`src/assert_macros.svh`:
```
// Assertion macros shared by the frequency meter RTL.
`ifndef ASSERT_MACROS_SVH
`define ASSERT_MACROS_SVH

// Same-cycle implication, sampled on the rising clock edge, off during reset
`define ASSERT_IMPLIES(label, clk, rst_n, ante, cons) \
    label: assert property (@(posedge clk) disable iff (!rst_n) (ante) |-> (cons)) \
        else $error("implication check failed");

// Next-cycle implication, sampled on the rising clock edge, off during reset
`define ASSERT_NEXT(label, clk, rst_n, ante, cons) \
    label: assert property (@(posedge clk) disable iff (!rst_n) (ante) |=> (cons)) \
        else $error("next-cycle check failed");

`endif

```
`src/icfm_pkg.sv`:
```
// Shared types and constants of the input-capture frequency meter.
package icfm_pkg;

    localparam int FREQ_W   = 28;  // frequency and clock rate width
    localparam int CAP_W    = 16;  // captured count field width
    localparam int PERIOD_W = 16;  // timer period register width
    localparam int OVF_W    = 16;  // saturating overflow count width
    localparam int IVL_W    = 32;  // interval width, modulo 2^32
    localparam int QCNT_W   = 5;   // divider step counter width

    localparam logic [FREQ_W-1:0]   FREQ_RESET   = 28'd45000000;
    localparam logic [PERIOD_W-1:0] PERIOD_RESET = 16'hFFFF;

    // Configuration register indexes
    localparam logic CFG_CLOCK_FREQUENCY = 1'b0;
    localparam logic CFG_TIMER_PERIOD    = 1'b1;

    // Event kinds
    localparam logic KIND_OVERFLOW = 1'b0;
    localparam logic KIND_CAPTURE  = 1'b1;

    // Sequencer states
    localparam logic [2:0] ST_IDLE  = 3'd0;
    localparam logic [2:0] ST_MUL   = 3'd1;
    localparam logic [2:0] ST_CHECK = 3'd2;
    localparam logic [2:0] ST_DIV   = 3'd3;
    localparam logic [2:0] ST_OUT   = 3'd4;

    // Divider status toward the sequencer
    typedef struct packed {
        logic busy;
        logic done;
    } icfm_div_stat_t;

endpackage

```
`src/icfm_div.sv`:
```
// Bit-serial restoring divider: one quotient bit per cycle.
module icfm_div
    import icfm_pkg::*;
(
    input  logic                 clk,
    input  logic                 rst_n,
    input  logic                 start,
    input  logic [FREQ_W-1:0]    dividend,
    input  logic [IVL_W-1:0]     divisor,
    output logic [FREQ_W-1:0]    quotient,
    output icfm_div_stat_t       stat
);

    logic                busy_reg, busy_next;
    logic                done_reg, done_next;
    logic [QCNT_W-1:0]   cnt_reg, cnt_next;
    logic [FREQ_W-1:0]   dvd_reg, dvd_next;
    logic [IVL_W-1:0]    rem_reg, rem_next;
    logic [IVL_W-1:0]    div_reg, div_next;
    logic [IVL_W:0]      trial;
    logic                fits;

    // Shift in the next dividend bit and try the subtraction
    assign trial = {rem_reg, dvd_reg[FREQ_W-1]};
    assign fits  = (trial >= {1'b0, div_reg});

    always_comb
    begin
        busy_next = busy_reg;
        done_next = 1'b0;
        cnt_next  = cnt_reg;
        dvd_next  = dvd_reg;
        rem_next  = rem_reg;
        div_next  = div_reg;
        if (start)
        begin
            busy_next = 1'b1;
            cnt_next  = QCNT_W'(FREQ_W - 1);
            dvd_next  = dividend;
            rem_next  = '0;
            div_next  = divisor;
        end
        else if (busy_reg)
        begin
            // Quotient bits fill the dividend register from the bottom
            dvd_next = {dvd_reg[FREQ_W-2:0], fits};
            rem_next = fits ? IVL_W'(trial - {1'b0, div_reg}) : trial[IVL_W-1:0];
            cnt_next = cnt_reg - QCNT_W'(1);
            if (cnt_reg == '0)
            begin
                busy_next = 1'b0;
                done_next = 1'b1;
            end
        end
    end

    // Hold control state under reset
    always_ff @(posedge clk or negedge rst_n)
    begin
        if (!rst_n)
        begin
            busy_reg <= 1'b0;
            done_reg <= 1'b0;
            cnt_reg  <= '0;
        end
        else
        begin
            busy_reg <= busy_next;
            done_reg <= done_next;
            cnt_reg  <= cnt_next;
        end
    end

    // Advance the datapath
    always_ff @(posedge clk)
    begin
        dvd_reg <= dvd_next;
        rem_reg <= rem_next;
        div_reg <= div_next;
    end

    assign quotient  = dvd_reg;
    assign stat.busy = busy_reg;
    assign stat.done = done_reg;

endmodule

```
`src/input_capture_frequency_meter.sv`:
```
// Top level of the input-capture frequency meter.
//
// Takes timer events on the input stream: an overflow event bumps a saturating
// overflow count, capture events alternate between a first edge (latch count,
// clear overflows) and a closing edge that yields one result: clock_frequency
// divided by the tick interval, or the previous frequency with the held flag
// set when the interval or quotient is zero. A closing edge runs the shift-add
// multiplier that adds overflows * (period + 1) to the interval, a zero check,
// the bit-serial divider, one quotient bit per clock frequency bit, and the
// output step; a zero interval skips the divider. The output step stretches
// while the output register still holds an unaccepted result. A finished
// result sits in the output register, so the next event is taken while it
// waits. Configuration is to be written only while idle, by the user; the
// block itself does not enforce it.
`include "assert_macros.svh"

module input_capture_frequency_meter
    import icfm_pkg::*;
#(
    parameter int COUNTER_BITS = 16
)
(
    input  logic                 clk,
    input  logic                 rst_n,
    // Input events
    input  logic                 s_axis_tvalid,
    output logic                 s_axis_tready,
    input  logic [15:0]          s_axis_tdata,   // [15:0] captured_count
    input  logic [0:0]           s_axis_tuser,   // [0] kind
    // Results
    output logic                 m_axis_tvalid,
    input  logic                 m_axis_tready,
    output logic [31:0]          m_axis_tdata,   // [27:0] frequency_hz, [31:28] zero
    output logic [0:0]           m_axis_tuser,   // [0] held_flag
    // Configuration
    input  logic                 cfg_we,
    input  logic                 cfg_addr,
    input  logic [FREQ_W-1:0]    cfg_wdata
);

    localparam int CNT_BITS = (COUNTER_BITS < CAP_W) ? COUNTER_BITS : CAP_W;
    localparam logic [CAP_W-1:0] CNT_MASK = CAP_W'((64'd1 << CNT_BITS) - 64'd1);

    logic [2:0]          state_reg, state_next;
    logic [FREQ_W-1:0]   clkfreq_reg, clkfreq_next;
    logic [PERIOD_W-1:0] period_reg, period_next;
    logic                await_reg, await_next;
    logic [CAP_W-1:0]    first_reg, first_next;
    logic [OVF_W-1:0]    ovf_reg, ovf_next;
    logic [FREQ_W-1:0]   held_reg, held_next;
    logic                flag_reg, flag_next;
    logic [IVL_W-1:0]    acc_reg, acc_next;
    logic [IVL_W-1:0]    mcand_reg, mcand_next;
    logic [OVF_W-1:0]    mplier_reg, mplier_next;
    logic                oval_reg, oval_next;
    logic [FREQ_W-1:0]   ofreq_reg, ofreq_next;
    logic                oflag_reg, oflag_next;

    logic                in_xfer;
    logic [CAP_W-1:0]    cap_masked;
    logic                div_start;
    logic [FREQ_W-1:0]   div_quot;
    icfm_div_stat_t      div_stat;

    assign s_axis_tready = (state_reg == ST_IDLE);
    assign in_xfer       = s_axis_tvalid && s_axis_tready;
    assign cap_masked    = s_axis_tdata & CNT_MASK;
    assign div_start     = (state_reg == ST_CHECK) && (acc_reg != '0);

    icfm_div u_div (
        .clk      (clk),
        .rst_n    (rst_n),
        .start    (div_start),
        .dividend (clkfreq_reg),
        .divisor  (acc_reg),
        .quotient (div_quot),
        .stat     (div_stat)
    );

    // Sequence events, the interval multiply and the result handoff
    always_comb
    begin
        state_next   = state_reg;
        clkfreq_next = clkfreq_reg;
        period_next  = period_reg;
        await_next   = await_reg;
        first_next   = first_reg;
        ovf_next     = ovf_reg;
        held_next    = held_reg;
        flag_next    = flag_reg;
        acc_next     = acc_reg;
        mcand_next   = mcand_reg;
        mplier_next  = mplier_reg;
        oval_next    = oval_reg;
        ofreq_next   = ofreq_reg;
        oflag_next   = oflag_reg;

        // Drop the result once the transaction completes
        if (oval_reg && m_axis_tready)
        begin
            oval_next = 1'b0;
        end

        // Write configuration
        if (cfg_we)
        begin
            unique case (cfg_addr)
                CFG_CLOCK_FREQUENCY: clkfreq_next = cfg_wdata;
                CFG_TIMER_PERIOD:    period_next  = cfg_wdata[PERIOD_W-1:0];
                default:             clkfreq_next = clkfreq_reg;
            endcase
        end

        unique case (state_reg)
            ST_IDLE:
            begin
                if (in_xfer)
                begin
                    if (s_axis_tuser[0] == KIND_OVERFLOW)
                    begin
                        if (ovf_reg != '1)
                        begin
                            ovf_next = ovf_reg + OVF_W'(1);
                        end
                    end
                    else if (!await_reg)
                    begin
                        first_next = cap_masked;
                        ovf_next   = '0;
                        await_next = 1'b1;
                    end
                    else
                    begin
                        // On the closing edge, seed the interval with capture - first
                        await_next  = 1'b0;
                        acc_next    = IVL_W'(cap_masked) - IVL_W'(first_reg);
                        mcand_next  = IVL_W'({1'b0, period_reg & CNT_MASK}) + IVL_W'(1);
                        mplier_next = ovf_reg;
                        state_next  = ST_MUL;
                    end
                end
            end
            ST_MUL:
            begin
                // Add overflows * modulus one multiplier bit per cycle
                if (mplier_reg == '0)
                begin
                    state_next = ST_CHECK;
                end
                else
                begin
                    if (mplier_reg[0])
                    begin
                        acc_next = acc_reg + mcand_reg;
                    end
                    mcand_next  = {mcand_reg[IVL_W-2:0], 1'b0};
                    mplier_next = {1'b0, mplier_reg[OVF_W-1:1]};
                end
            end
            ST_CHECK:
            begin
                // Zero interval keeps the old frequency
                if (acc_reg == '0)
                begin
                    flag_next  = 1'b1;
                    state_next = ST_OUT;
                end
                else
                begin
                    state_next = ST_DIV;
                end
            end
            ST_DIV:
            begin
                if (div_stat.done)
                begin
                    if (div_quot != '0)
                    begin
                        held_next = div_quot;
                        flag_next = 1'b0;
                    end
                    else
                    begin
                        flag_next = 1'b1;
                    end
                    state_next = ST_OUT;
                end
            end
            ST_OUT:
            begin
                // Load the output register once it is free
                if (!oval_reg || m_axis_tready)
                begin
                    oval_next  = 1'b1;
                    ofreq_next = held_reg;
                    oflag_next = flag_reg;
                    state_next = ST_IDLE;
                end
            end
            default:
            begin
                state_next = ST_IDLE;
            end
        endcase
    end

    // Hold control and architectural state under reset
    always_ff @(posedge clk or negedge rst_n)
    begin
        if (!rst_n)
        begin
            state_reg   <= ST_IDLE;
            clkfreq_reg <= FREQ_RESET;
            period_reg  <= PERIOD_RESET;
            await_reg   <= 1'b0;
            first_reg   <= '0;
            ovf_reg     <= '0;
            held_reg    <= '0;
            oval_reg    <= 1'b0;
        end
        else
        begin
            state_reg   <= state_next;
            clkfreq_reg <= clkfreq_next;
            period_reg  <= period_next;
            await_reg   <= await_next;
            first_reg   <= first_next;
            ovf_reg     <= ovf_next;
            held_reg    <= held_next;
            oval_reg    <= oval_next;
        end
    end

    // Advance the datapath
    always_ff @(posedge clk)
    begin
        flag_reg   <= flag_next;
        acc_reg    <= acc_next;
        mcand_reg  <= mcand_next;
        mplier_reg <= mplier_next;
        ofreq_reg  <= ofreq_next;
        oflag_reg  <= oflag_next;
    end

    assign m_axis_tvalid = oval_reg;
    assign m_axis_tdata  = {{(32 - FREQ_W){1'b0}}, ofreq_reg};
    assign m_axis_tuser  = oflag_reg;

    // Divider runs only while the sequencer waits on it
    `ASSERT_IMPLIES(a_div_busy_in_div, clk, rst_n, div_stat.busy || div_stat.done,
        state_reg == ST_DIV)
    // A fresh frequency is never zero
    `ASSERT_IMPLIES(a_fresh_nonzero, clk, rst_n, m_axis_tvalid && !m_axis_tuser[0],
        m_axis_tdata[27:0] != 28'd0)
    // A pair in flight has already cleared the edge toggle
    `ASSERT_IMPLIES(a_busy_pair_closed, clk, rst_n, state_reg != ST_IDLE, !await_reg)
    // The pair-closing edge starts the multiply
    `ASSERT_NEXT(a_second_edge_mul, clk, rst_n,
        in_xfer && (s_axis_tuser[0] == KIND_CAPTURE) && await_reg, state_reg == ST_MUL)

endmodule
```
`config.mk`:
```
export PLATFORM = sky130hd
export DESIGN_NAME = input_capture_frequency_meter
export DESIGN_NICKNAME = d
export VERILOG_FILES = /design/src/icfm_pkg.sv /design/src/icfm_div.sv /design/src/input_capture_frequency_meter.sv
export VERILOG_INCLUDE_DIRS = /design/src /design/src/src
export SDC_FILE = /design/constraint.sdc
export NUM_CORES = 1
export LEC_CHECK = 0
export BUFFER_PORTS_ARGS = -buffer_cell sky130_fd_sc_hd__buf_2
export CAP_MARGIN = 20
export CORE_MARGIN = 5
export CORE_UTILIZATION = 56
export DETAILED_ROUTE_END_ITERATION = 8
export PLACE_DENSITY_LB_ADDON = 0.12
export SKIP_CTS_REPAIR_TIMING = 1
export SYNTH_ARGS = -nofsm -noshare
export SYNTH_HDL_FRONTEND = slang
export SYNTH_SLANG_ARGS = --single-unit
```
`constraint.sdc`:
```
create_clock -name clk -period 6.25 [get_ports clk]
set_clock_uncertainty 0.15 [all_clocks]
set_input_delay 1.25 -clock clk [delete_from_list [all_inputs] [get_ports clk]]
set_output_delay 1.25 -clock clk [all_outputs]
set_load 0.1 [all_outputs]
```
# Yosys cells after proc, flatten, opt, wreduce, memory -nomap -nowiden
# Cells that the tools add are included.
# op_classes
n_addsub	6
n_mul	0
div	0
magnitude_cmp	1
n_eq_ne	15
n_shift	0
muxes	46
n_bitwise	2
reduce_logical	26
# ops
cell	n
$mux W32	10
$pmux W32 S2	2
$mux W16	7
$mux W28	2
$ge A33 B32 Y1	1
$add A32 B32 Y32	1
$logic_not A32 Y1	1
$pmux W16 S2	1
$reduce_bool A32 Y1	1
$sub A32 B32 Y32	1
$reduce_bool A28 Y1	1
$mux W3	7
$add A16 B1 Y17 const B	1
$sub A16 B16 Y17	1
$add A16 B1 Y16 const B	1
$logic_not A16 Y1	1
$ne A16 B16 Y1 const B	1
$pmux W3 S5	1
$mux W1	13
$reduce_and A6 Y1	2
$mux W5	2
$ne A2 B1 Y1 const B	5
$ne A2 B2 Y1 const B	5
$reduce_and A3 Y1	3
other kinds (15)	25
# totals
reg_bits	318
latch_bits	0
ramBits	0
rom_bits	0
inputBits	51
output_inout_bits	35
wordCells	116
mem_count	0

# Logic depth before layout (Yosys ltp)
# depth
ltp_word	5
depth_mapped	14
mapped_depth_nobuf	12

# Modules after synthesis
# From an unflattened synthesis, not the netlist that was laid out.
# unflattened
cells_unflattened	1572
area_unflattened_um2	17141.4
# by_module_without_submodules
module	n_inst	cells_each	area_each_um2	seq_area_each_um2
input_capture_frequency_meter	1	1012	11349.6	6064.6
icfm_div	1	560	5791.8	2617.5

# Worst setup path after synthesis
# No wires, ideal clock.
# synth_path
kind	flip-flop to flip-flop
startpoint	register state_reg[0]
endpoint	register acc_reg[0], enable pin
setup_time_ns	0.391
t_arrival_ns	7.731
t_required_ns	5.709
path_slack_ns	-2.022
path_stages_with_launch	6
n_path_buf	1
synth_period_minus_slack_ns	8.272
cell_sequence	dfrtp_1 -> clkbuf_1 -> nor3_1 -> nand3_1 -> o21ai_0 -> o21a_1
# synth_between
elab_chain_len	4
word_cells_on_any_way	10
cone_classes	6 x eq/ne; 4 x reduce/logical
# synth_lines
element	line	text
start, declared	input_capture_frequency_meter.sv:44	logic [2:0] state_reg, state_next;
start signal, assigned	input_capture_frequency_meter.sv:223	state_reg <= state_next;
$logic_not A3 Y1 *	input_capture_frequency_meter.sv:65	assign s_axis_tready = (state_reg == ST_IDLE);
named net s_axis_tready	input_capture_frequency_meter.sv:27	output logic s_axis_tready,
$logic_and A1 B1 Y1	input_capture_frequency_meter.sv:66	assign in_xfer = s_axis_tvalid && s_axis_tready;
$ne A2 B1 Y1 (no source line)	n/a	
$reduce_and A6 Y1 (no source line) *	n/a	
end signal, assigned	input_capture_frequency_meter.sv:238	acc_reg <= acc_next;
end, declared	input_capture_frequency_meter.sv:52	logic [IVL_W-1:0] acc_reg, acc_next;
# Mark *: on every way through the listed nets, which the timed path passes. The rest lies on a longest branch.
# A chain may end at the register's enable or synchronous reset.

# Worst setup path after layout
# layout_path
startpoint	input port s_axis_tdata[0]
endpoint	register acc_reg[27] (data pin)
# layout_between
elab_chain_len	5
# layout_lines
element	line	text
start, declared	input_capture_frequency_meter.sv:28	input logic [15:0] s_axis_tdata,
$sub A16 B16 Y17	input_capture_frequency_meter.sv:136	acc_next = IVL_W'(cap_masked) - IVL_W'(first_reg);
$mux W32	input_capture_frequency_meter.sv:126	else if (!await_reg)
$mux W32	input_capture_frequency_meter.sv:119	if (s_axis_tuser[0] == KIND_OVERFLOW)
$mux W32	input_capture_frequency_meter.sv:117	if (in_xfer)
$pmux W32 S2	input_capture_frequency_meter.sv:114	unique case (state_reg)
named net acc_next[27]	input_capture_frequency_meter.sv:52	
# The timed path passes the listed nets, and every way through them passes these cells. The select of a mux whose other input is x is not followed.

==> impl_metrics.tcl <==
set metrics [dict create \
    worstSetupPathDepth 13 \
    slew_violations 0 \
    ir_drop_v 0.0003462 \
    grt_usage_pct 22.38 \
    finalCriticalPeriod_ns 3.811 \
    tritoncts.num_buffers 37 \
    gp_congestion 0.8860 \
    ys_types 81 \
    setup_viol 0 \
    post-synth-top-count-cell "nand2_1" \
    netlist_instances 1663 \
    htree_levels 2 \
    worst_slack_ns 2.439 \
    crit_fanout 11 \
    required_ns 6.33 \
    core_area_um2 30430 \
    numClockSinks 318 \
    critical_path_class "input pin to register" \
    ys_ff_latch 318 \
    crit_family "compound AO/OA/AOI/OAI gates" \
    tritoncts "yes" \
    leakage_nw 8.104 \
    synth_area_um2 17200 \
    seq_area_um2 8683 \
    routed_wl_um 38700 \
    p_per_area_nw_per_um2 585.6 \
    arrival_ns 3.89 \
    yosys.area.top_type "edfxtp_1" \
    r2r_end "u_div.rem_reg[24]" \
    start_util_pct 56.51 \
    reg2reg_from "u_div.quotient[27]" \
    hold_end "m_axis_tuser" \
    max_cap_viol_count 0 \
    dp_hpwl_um 27000 \
    r2r_slack_ns 2.71 \
    dpl_cell_area_um2 17900 \
    grt_pass1_wl_um 63050 \
    cts_root_buffer "clkbuf_16" \
    finalNonFillerCells 2148 \
    synth_common_cells "270 x nand2_1, 170 x edfxtp_1, 109 x o21ai_0" \
    postSynthAreaPerCell_um2 10.34 \
    io_pins 86 \
    fin_util_pct 62.94 \
    grt_max_degree 70 \
    synth_top_area_share_pct 29.69 \
    n_antenna_cell 0 \
    fin_tns_setup_ns 0 \
    vias 12530 \
    worstSetupEndpointType "register" \
    worstHoldStart "flag_reg" \
    drt-initial-drc-count 782 \
    ys.flop_type "edfxtp_1" \
    worst_hold_path_type "register to register" \
    place_ws_ns 1.546 \
    crit_slowest_cell "fa_1" \
    relSlewSlack_pct 35.72 \
    multi_input_area_um2 7883 \
    crit_chain "buf_2 > inv_1 > ha_1 > fa_1 > nor2b_1 > o21ai_0 > a21boi_0 > o32ai_1 > o21ai_1 > o41ai_2 > o21ai_1 > buf_4 > o21ai_0" \
    antenna_found_initial 0 \
    fill_cells 2473 \
    first_pass_iters 5 \
    wl_per_cell_um 18.01 \
    rsz0062_at_grt "no" \
    via_per_inst 5.835 \
    row_count 64 \
    async_flop_share_pct 36.48 \
    drc 0 \
    drtAntennaViolNets 0 \
    port_buffers 81 \
    max_freq_mhz 262.4 \
    final_area_um2 19150 \
    fin_nets 1860 \
    yosys_warnings 0 \
    crit_path_start_kind "input pin" \
    cts.path.max_buffers 3 \
    drive_gt1_share_pct 16.89 \
    synth_area_leaders "edfxtp_1 30%, dfrtp_1 13%, ha_1 6.0%, nand2_1 5.9%, mux2_2 4.9%" \
    finalHoldViolCount 0 \
    worstMarginPinSlew_ns 0.9641 \
    min_period_over_period_pct 60.98 \
    die_h_um 185.2 \
    hold_path_depth 0 \
    grt_overflow 0 \
    synth_edf_count 170 \
    dieWidth_um 185.2 \
    clkTransAtPathRegs_ns 0.06 \
    critPathMaxStageDelay_ns 0.41 \
    insertion_delay_ns 0.53 \
    rr_worst_depth 12 \
    area_delta_synth_final_pct 11.37 \
    status "complete, no violations" \
    worst-path-buf-inv 3 \
    dp.cells 2079 \
    die-area_um2 34310 \
    grt_pass1_vias 12360 \
    ys_seq_area_share_pct 50.49 \
]
per-stage QoR:
step	hold WS, ns	power, W
finish	0.2721	0.01121
CTS	0.2728	0.01122
global route	0.2860	0.01204
detailed placement	0.2545	0.008985
floorplan	0.2503	0.007777
global placement	0.2564	0.008878
layout by cell type, fill, tap and decap left out, types with 7 or more instances in the layout:
| master | count |
|---|---|
| a21o_1 | 28 |
| a211oi_1 | 13 |
| nor4_1 | 26 |
| dfrtp_1 | 88 |
| dfstp_2 | 27 |
| buf_2 | 80 |
| dfxtp_1 | 32 |
| nand3_1 | 34 |
| o21ai_1 | 11 |
| a31oi_1 | 23 |
| edfxtp_1 | 170 |
| nor3_1 | 24 |
| mux2_2 | 75 |
| xnor2_1 | 34 |
| nand2_1 | 270 |
| o21ai_0 | 108 |
| a311oi_1 | 7 |
| nand4_1 | 24 |
| clkbuf_16 | 37 |
| a311oi_2 | 7 |
| a21oi_1 | 83 |
| a21boi_0 | 8 |
| o211ai_1 | 11 |
| nor2b_1 | 15 |
| nor2_1 | 79 |
| ha_1 | 83 |
| buf_4 | 16 |
| o31ai_1 | 7 |
| or3_1 | 12 |
| and3_1 | 33 |
| inv_1 | 79 |
| o21a_1 | 12 |
| xor2_1 | 52 |
| nand2b_1 | 9 |
| o21bai_1 | 7 |
cell type report:
type	instances	area share, %
Inverter	80	1.568
Timing Repair Buffer	97	2.862
Tap cell	396	2.587
Multi-Input combinational cell	1189	41.16
Clock buffer	46	5.220
Clock inverter	22	1.261
Sequential cell	318	45.34
worst max-delay path by stage:
stage | end | start
2_1_floorplan | acc_reg[0] | state_reg[0]
5_1_grt | acc_reg[27] | s_axis_tdata[0]
3_5_place_dp | acc_reg[16] | s_axis_tdata[0]
6_report | acc_reg[27] | s_axis_tdata[0]
3_3_place_gp | acc_reg[16] | s_axis_tdata[0]
4_1_cts | acc_reg[16] | s_axis_tdata[0]
routing by layer:
metal,GRT usage [%],share of wire [%],up-vias
li1,-,-,6137
met1,31.07,46,6020
met2,37.43,47,314
met3,3.319,5.3,62
met4,5.373,2.0,0
met5,0,0,-
where the power goes:
part / internal (W) / switching, W
clock: 0.00131 / 0.000862
sequential: 0.00321 / 0.000499
combinational: 0.00210 / 0.00323
logic make-up after synthesis:
family | Yosys count | share of synthesized area [%]
AOI/OAI and AO/OA | 372 | 14.39
xor gates and xnor gates | 86 | 4.380
adders and majority gates | 86 | 6.389
buffers and inverters | 159 | 3.878
DFF | 318 | 50.49
muxes | 81 | 5.261
other | 1 | 0.02181
and+or+nand+nor | 560 | 15.19
No activity file was read; power rests on OpenSTA's default activity.
